<file path="src/rtl/bfp_pkg.sv">
`timescale 1ns / 1ps
package bfp_pkg;

	localparam int VTX_W      = 6;
	localparam int PRED_W     = 7;
	localparam int WIN_W      = 16;
	localparam int NVR_W      = 7;
	localparam int CFG_IDX_W  = 1;
	localparam int CFG_DATA_W = 7;
	localparam int S_TDATA_W  = 32;
	localparam int M_TDATA_W  = 16;

	localparam logic [CFG_IDX_W-1:0] REG_NUM_VERTICES  = 1'b0;
	localparam logic [CFG_IDX_W-1:0] REG_SOURCE_VERTEX = 1'b1;

	localparam logic [NVR_W-1:0]  NV_RESET  = 7'd64;
	localparam logic [VTX_W-1:0]  SRC_RESET = '0;
	localparam logic [PRED_W-1:0] PRED_NONE = '1;

	// commands from the sequencer to the datapath
	typedef struct packed {
		logic load;
		logic start;
		logic edge_rd;
		logic dist_rd;
		logic relax;
		logic vtx_rd;
		logic vtx_ld;
		logic cyc_ld;
	} bfp_cmd_t;

	// status back to the sequencer
	typedef struct packed {
		logic pass_end;
		logic check;
		logic improve;
		logic last_vtx;
		logic out_free;
	} bfp_stat_t;

endpackage

</file>
<file path="src/rtl/bfp_ctrl.sv">
`timescale 1ns / 1ps
module bfp_ctrl import bfp_pkg::*; (
	input  logic      clk,
	input  logic      arst_n,
	input  logic      s_tvalid,
	input  logic      s_tlast,
	output logic      s_tready,
	output bfp_cmd_t  cmd,
	input  bfp_stat_t stat
);

	localparam logic [2:0] ST_IDLE    = 3'd0;
	localparam logic [2:0] ST_START   = 3'd1;
	localparam logic [2:0] ST_RD_EDGE = 3'd2;
	localparam logic [2:0] ST_RD_DIST = 3'd3;
	localparam logic [2:0] ST_EVAL    = 3'd4;
	localparam logic [2:0] ST_CYC     = 3'd5;
	localparam logic [2:0] ST_OUT_RD  = 3'd6;
	localparam logic [2:0] ST_OUT_LD  = 3'd7;

	logic [2:0] state_q, state_d;

	always_ff @(posedge clk or negedge arst_n) begin
		if (!arst_n) begin
			state_q <= ST_IDLE;
		end else begin
			state_q <= state_d;
		end
	end

	assign s_tready = (state_q == ST_IDLE);

	always_comb begin
		state_d = state_q;
		cmd     = '0;
		case (state_q)
			ST_IDLE: begin
				cmd.load = s_tvalid;
				if (s_tvalid && s_tlast) begin
					state_d = ST_START;
				end
			end
			ST_START: begin
				cmd.start = 1'b1;
				state_d   = ST_RD_EDGE;
			end
			ST_RD_EDGE: begin
				cmd.edge_rd = 1'b1;
				state_d     = ST_RD_DIST;
			end
			ST_RD_DIST: begin
				cmd.dist_rd = 1'b1;
				state_d     = ST_EVAL;
			end
			ST_EVAL: begin
				cmd.relax = 1'b1;
				if (stat.check && stat.improve) begin
					state_d = ST_CYC;
				end else if (stat.pass_end && stat.check) begin
					state_d = ST_OUT_RD;
				end else begin
					state_d = ST_RD_EDGE;
				end
			end
			ST_CYC: begin
				if (stat.out_free) begin
					cmd.cyc_ld = 1'b1;
					state_d    = ST_IDLE;
				end
			end
			ST_OUT_RD: begin
				if (stat.out_free) begin
					cmd.vtx_rd = 1'b1;
					state_d    = ST_OUT_LD;
				end
			end
			ST_OUT_LD: begin
				cmd.vtx_ld = 1'b1;
				state_d    = stat.last_vtx ? ST_IDLE : ST_OUT_RD;
			end
			default: begin
				state_d = ST_IDLE;
			end
		endcase
	end

endmodule

</file>
<file path="config.mk">
export PLATFORM = sky130hd
export DESIGN_NAME = bfp_ctrl
export DESIGN_NICKNAME = d
export VERILOG_FILES = /design/src/rtl/bfp_pkg.sv /design/src/rtl/bfp_ctrl.sv
export SDC_FILE = /design/constraint.sdc
export NUM_CORES = 1
export LEC_CHECK = 0
export ABC_AREA = 1
export ABC_CLOCK_PERIOD_IN_PS = 1200
export BUFFER_PORTS_ARGS = -buffer_cell sky130_fd_sc_hd__buf_2
export CORE_AREA = 2 2 39 41
export DETAILED_ROUTE_END_ITERATION = 10
export DIE_AREA = 0 0 41 43
export GPL_TIMING_DRIVEN = 0
export PLACE_DENSITY_LB_ADDON = 0.15
export SYNTH_ARGS = -nofsm -noshare
export SYNTH_HDL_FRONTEND = slang
export SYNTH_SLANG_ARGS = --single-unit
</file>
<file path="constraint.sdc">
create_clock -name clk -period 1.2 [get_ports clk]
set_input_delay 0.24 -clock clk [delete_from_list [all_inputs] [get_ports clk]]
set_output_delay 0.24 -clock clk [all_outputs]
set_load 0.005 [all_outputs]
</file>
==> metrics.csv <==
metric,value,unit
status,"finished, violations left",
violations,setup timing,
dieHeight,43,um
hold_viol,0,
min_path_type,input port to asynchronous set/reset pin,
gp_congestion,0.732,
clkSlewWorstSetupHoldPaths,0.04,ns
drcViolationCount,0,
placed_cells,80,
seq_area_frac_synth,25.2,%
r2r_cells,8,
synth-simple-area-share,50.8,%
synth-adder-area-share,0,%
synth_area,298,sq um
synthXorXnorAreaFrac,0,%
syn_area_per_cell,6.34,sq um
drive_gt1_share,53.9,%
reg.largest.list,state_q x3,
maxCapViolations,0,
reg2reg_slack,0.03,ns
core_area,0.00138,sq mm
syn-num-nets,56,
drt_iter0_drc,6,
largest_register_ffs,3,
critPathLaunchType,flip-flop,
firstDrtPassIters,2,
path_max_fanout,4,
grt_overflow_total,0,
die_w,41,um
wl,730,um
mostFrequentLayoutCells,"16 x buf_2, 11 x nand2_1, 8 x inv_1",
fin_nets,86,
min_period_over_period,110,%
cts_tree,done,
whs,0.330,ns
synth-compound-area-share,5.04,%
cp.required,0.96,ns
vdd_drop_max,0.000956,V
p_per_area,2350,mW/mm^2
period_needed,1.32,ns
yosys_warnings,0,
timing.rr.start,state_q[0]$_DFFE_PN0P_,
final_cells,92,
rsz0062_at_grt,true,
clk_latency,0.23,ns
design_area,547,sq um
worst_slew_margin_rel,88.8,%
gr-usage-all-layers,9.18,%
num_rows,14,
worst_slack,-0.116,ns
final_util,39.5,%
mostFrequentLayoutCell,buf_2,
num_vias,386,
p_leak,0.000337,uW
drv_slew,0,
h-tree-depth,1,
viasPerCell,4.20,
hpwl,543,um
first_global_vias,296,
wire_per_inst,7.93,um
fin_skew,0.000654,ns
dieArea,0.00176,sq mm
worst_pin_slew,0.168,ns
synth_cell_type_count,14,
largest_register,state_q,
worstSetupEndpointType,output port,
cts_made_buffers,3,
port_buffers,17,
synth_cells,47,
fin_total_pwr,1290,uW
ant_nets,0,
cts_root_buffer,clkbuf_4,
regToRegEndpoint,state_q[0]$_DFFE_PN0P_,
antenna_cells,0,
cts_sinks,3,
setup_violations,9,
grt_pass1_wl,1.12,mm
max_freq,760,MHz
area_delta_synth_final,83.6,%
synth.mux.area_fraction,0,%
ys_ff_latch,3,
grt_max_degree,9,
place_area,403,sq um
synth_top_family_by_area,simple AND/OR/NAND/NOR gates,
ios,18,
worstSetupPathType,flip-flop to output port,
antenna_found_initial,0,
start_util,21.5,%
arrival,1.08,ns
cts_buffer_depth,2,
-- final cells by class --
class | instances | area (sq um)
Tap cell | 16 | 20.0
Multi-Input combinational cell | 31 | 186
Inverter | 12 | 55.1
Timing Repair Buffer | 25 | 170
Sequential cell | 3 | 77.6
Buffer | 1 | 11.3
Fill cell | 162 | 837
Clock buffer | 4 | 26.3
-- worst max-delay path, stage by stage (launching register included) --
cell and delay (ns):
dfrtp_2 0.45, buf_12 0.15, nand3_1 0.09, inv_1 0.04, buf_2 0.11
-- stage by stage --
step | setup WS [ns] | setup TNS, ns
finish | -0.116 | -0.899
global route | -0.170 | -1.51
CTS | -0.135 | -1.06
detailed placement | 0.0444 | 0
global placement | 0.0324 | 0
floorplan | 0.172 | 0
-- what timing repair did --
action,in CTS,in global routing
pin swaps,4,5
hold buffers,1,0
hold endpoints to repair,3,0
buffers inserted,5,2
resized for setup,9,3
endpoints found under the setup margin,9,11
-- cell usage after synthesis (all sizes together) --
cell type	number	area share, %
nand3	8	17
nor3	1	5.5
a31oi	1	2.1
inv	12	15
buf	1	3.8
nor2	6	8.4
nand4	2	4.2
nand2	12	16
a21oi	1	2.9
dfrtp	3	25
-- power by group --
| part | total, uW | leakage, uW | internal (uW) | switching [uW] |
|---|---|---|---|---|
| logic | 878 | 0.000288 | 451 | 427 |
| clock network | 172 | 0.0000150 | 124 | 48.1 |
| registers | 236 | 0.0000347 | 158 | 78.5 |
-- per-layer routing --
layer  up-vias  part of all wire (%)  wire length [um]  global-route usage [%]
met4         0                     0                 0                    6.00
li1        204                     -                 -                       -
met1       175                    42               305                    11.8
met5         -                     0                 0                       0
met3         0                   4.4                32                       0
met2         7                    54               392                    14.4
-- worst max-delay path by stage --
| stage | cells past startpoint | start | to |
|---|---|---|---|
| after floorplan | 8 | state_q[0]$_DFFE_PN0P_ | state_q[2]$_DFFE_PN0P_ |
| after global placement | 8 | state_q[0]$_DFFE_PN0P_ | state_q[2]$_DFFE_PN0P_ |
| after detailed placement | 5 | state_q[0]$_DFFE_PN0P_ | cmd[2] |
| after CTS | 4 | state_q[1]$_DFFE_PN0P_ | cmd[0] |
| after global routing | 4 | state_q[1]$_DFFE_PN0P_ | cmd[5] |
| final | 4 | state_q[1]$_DFFE_PN0P_ | cmd[5] |
-- cell families after synthesis --
logic type / after synthesis
simple gates: 29
buf+inv: 13
compound gates: 2
flops: 3
No activity file was read; power rests on OpenSTA's default activity.
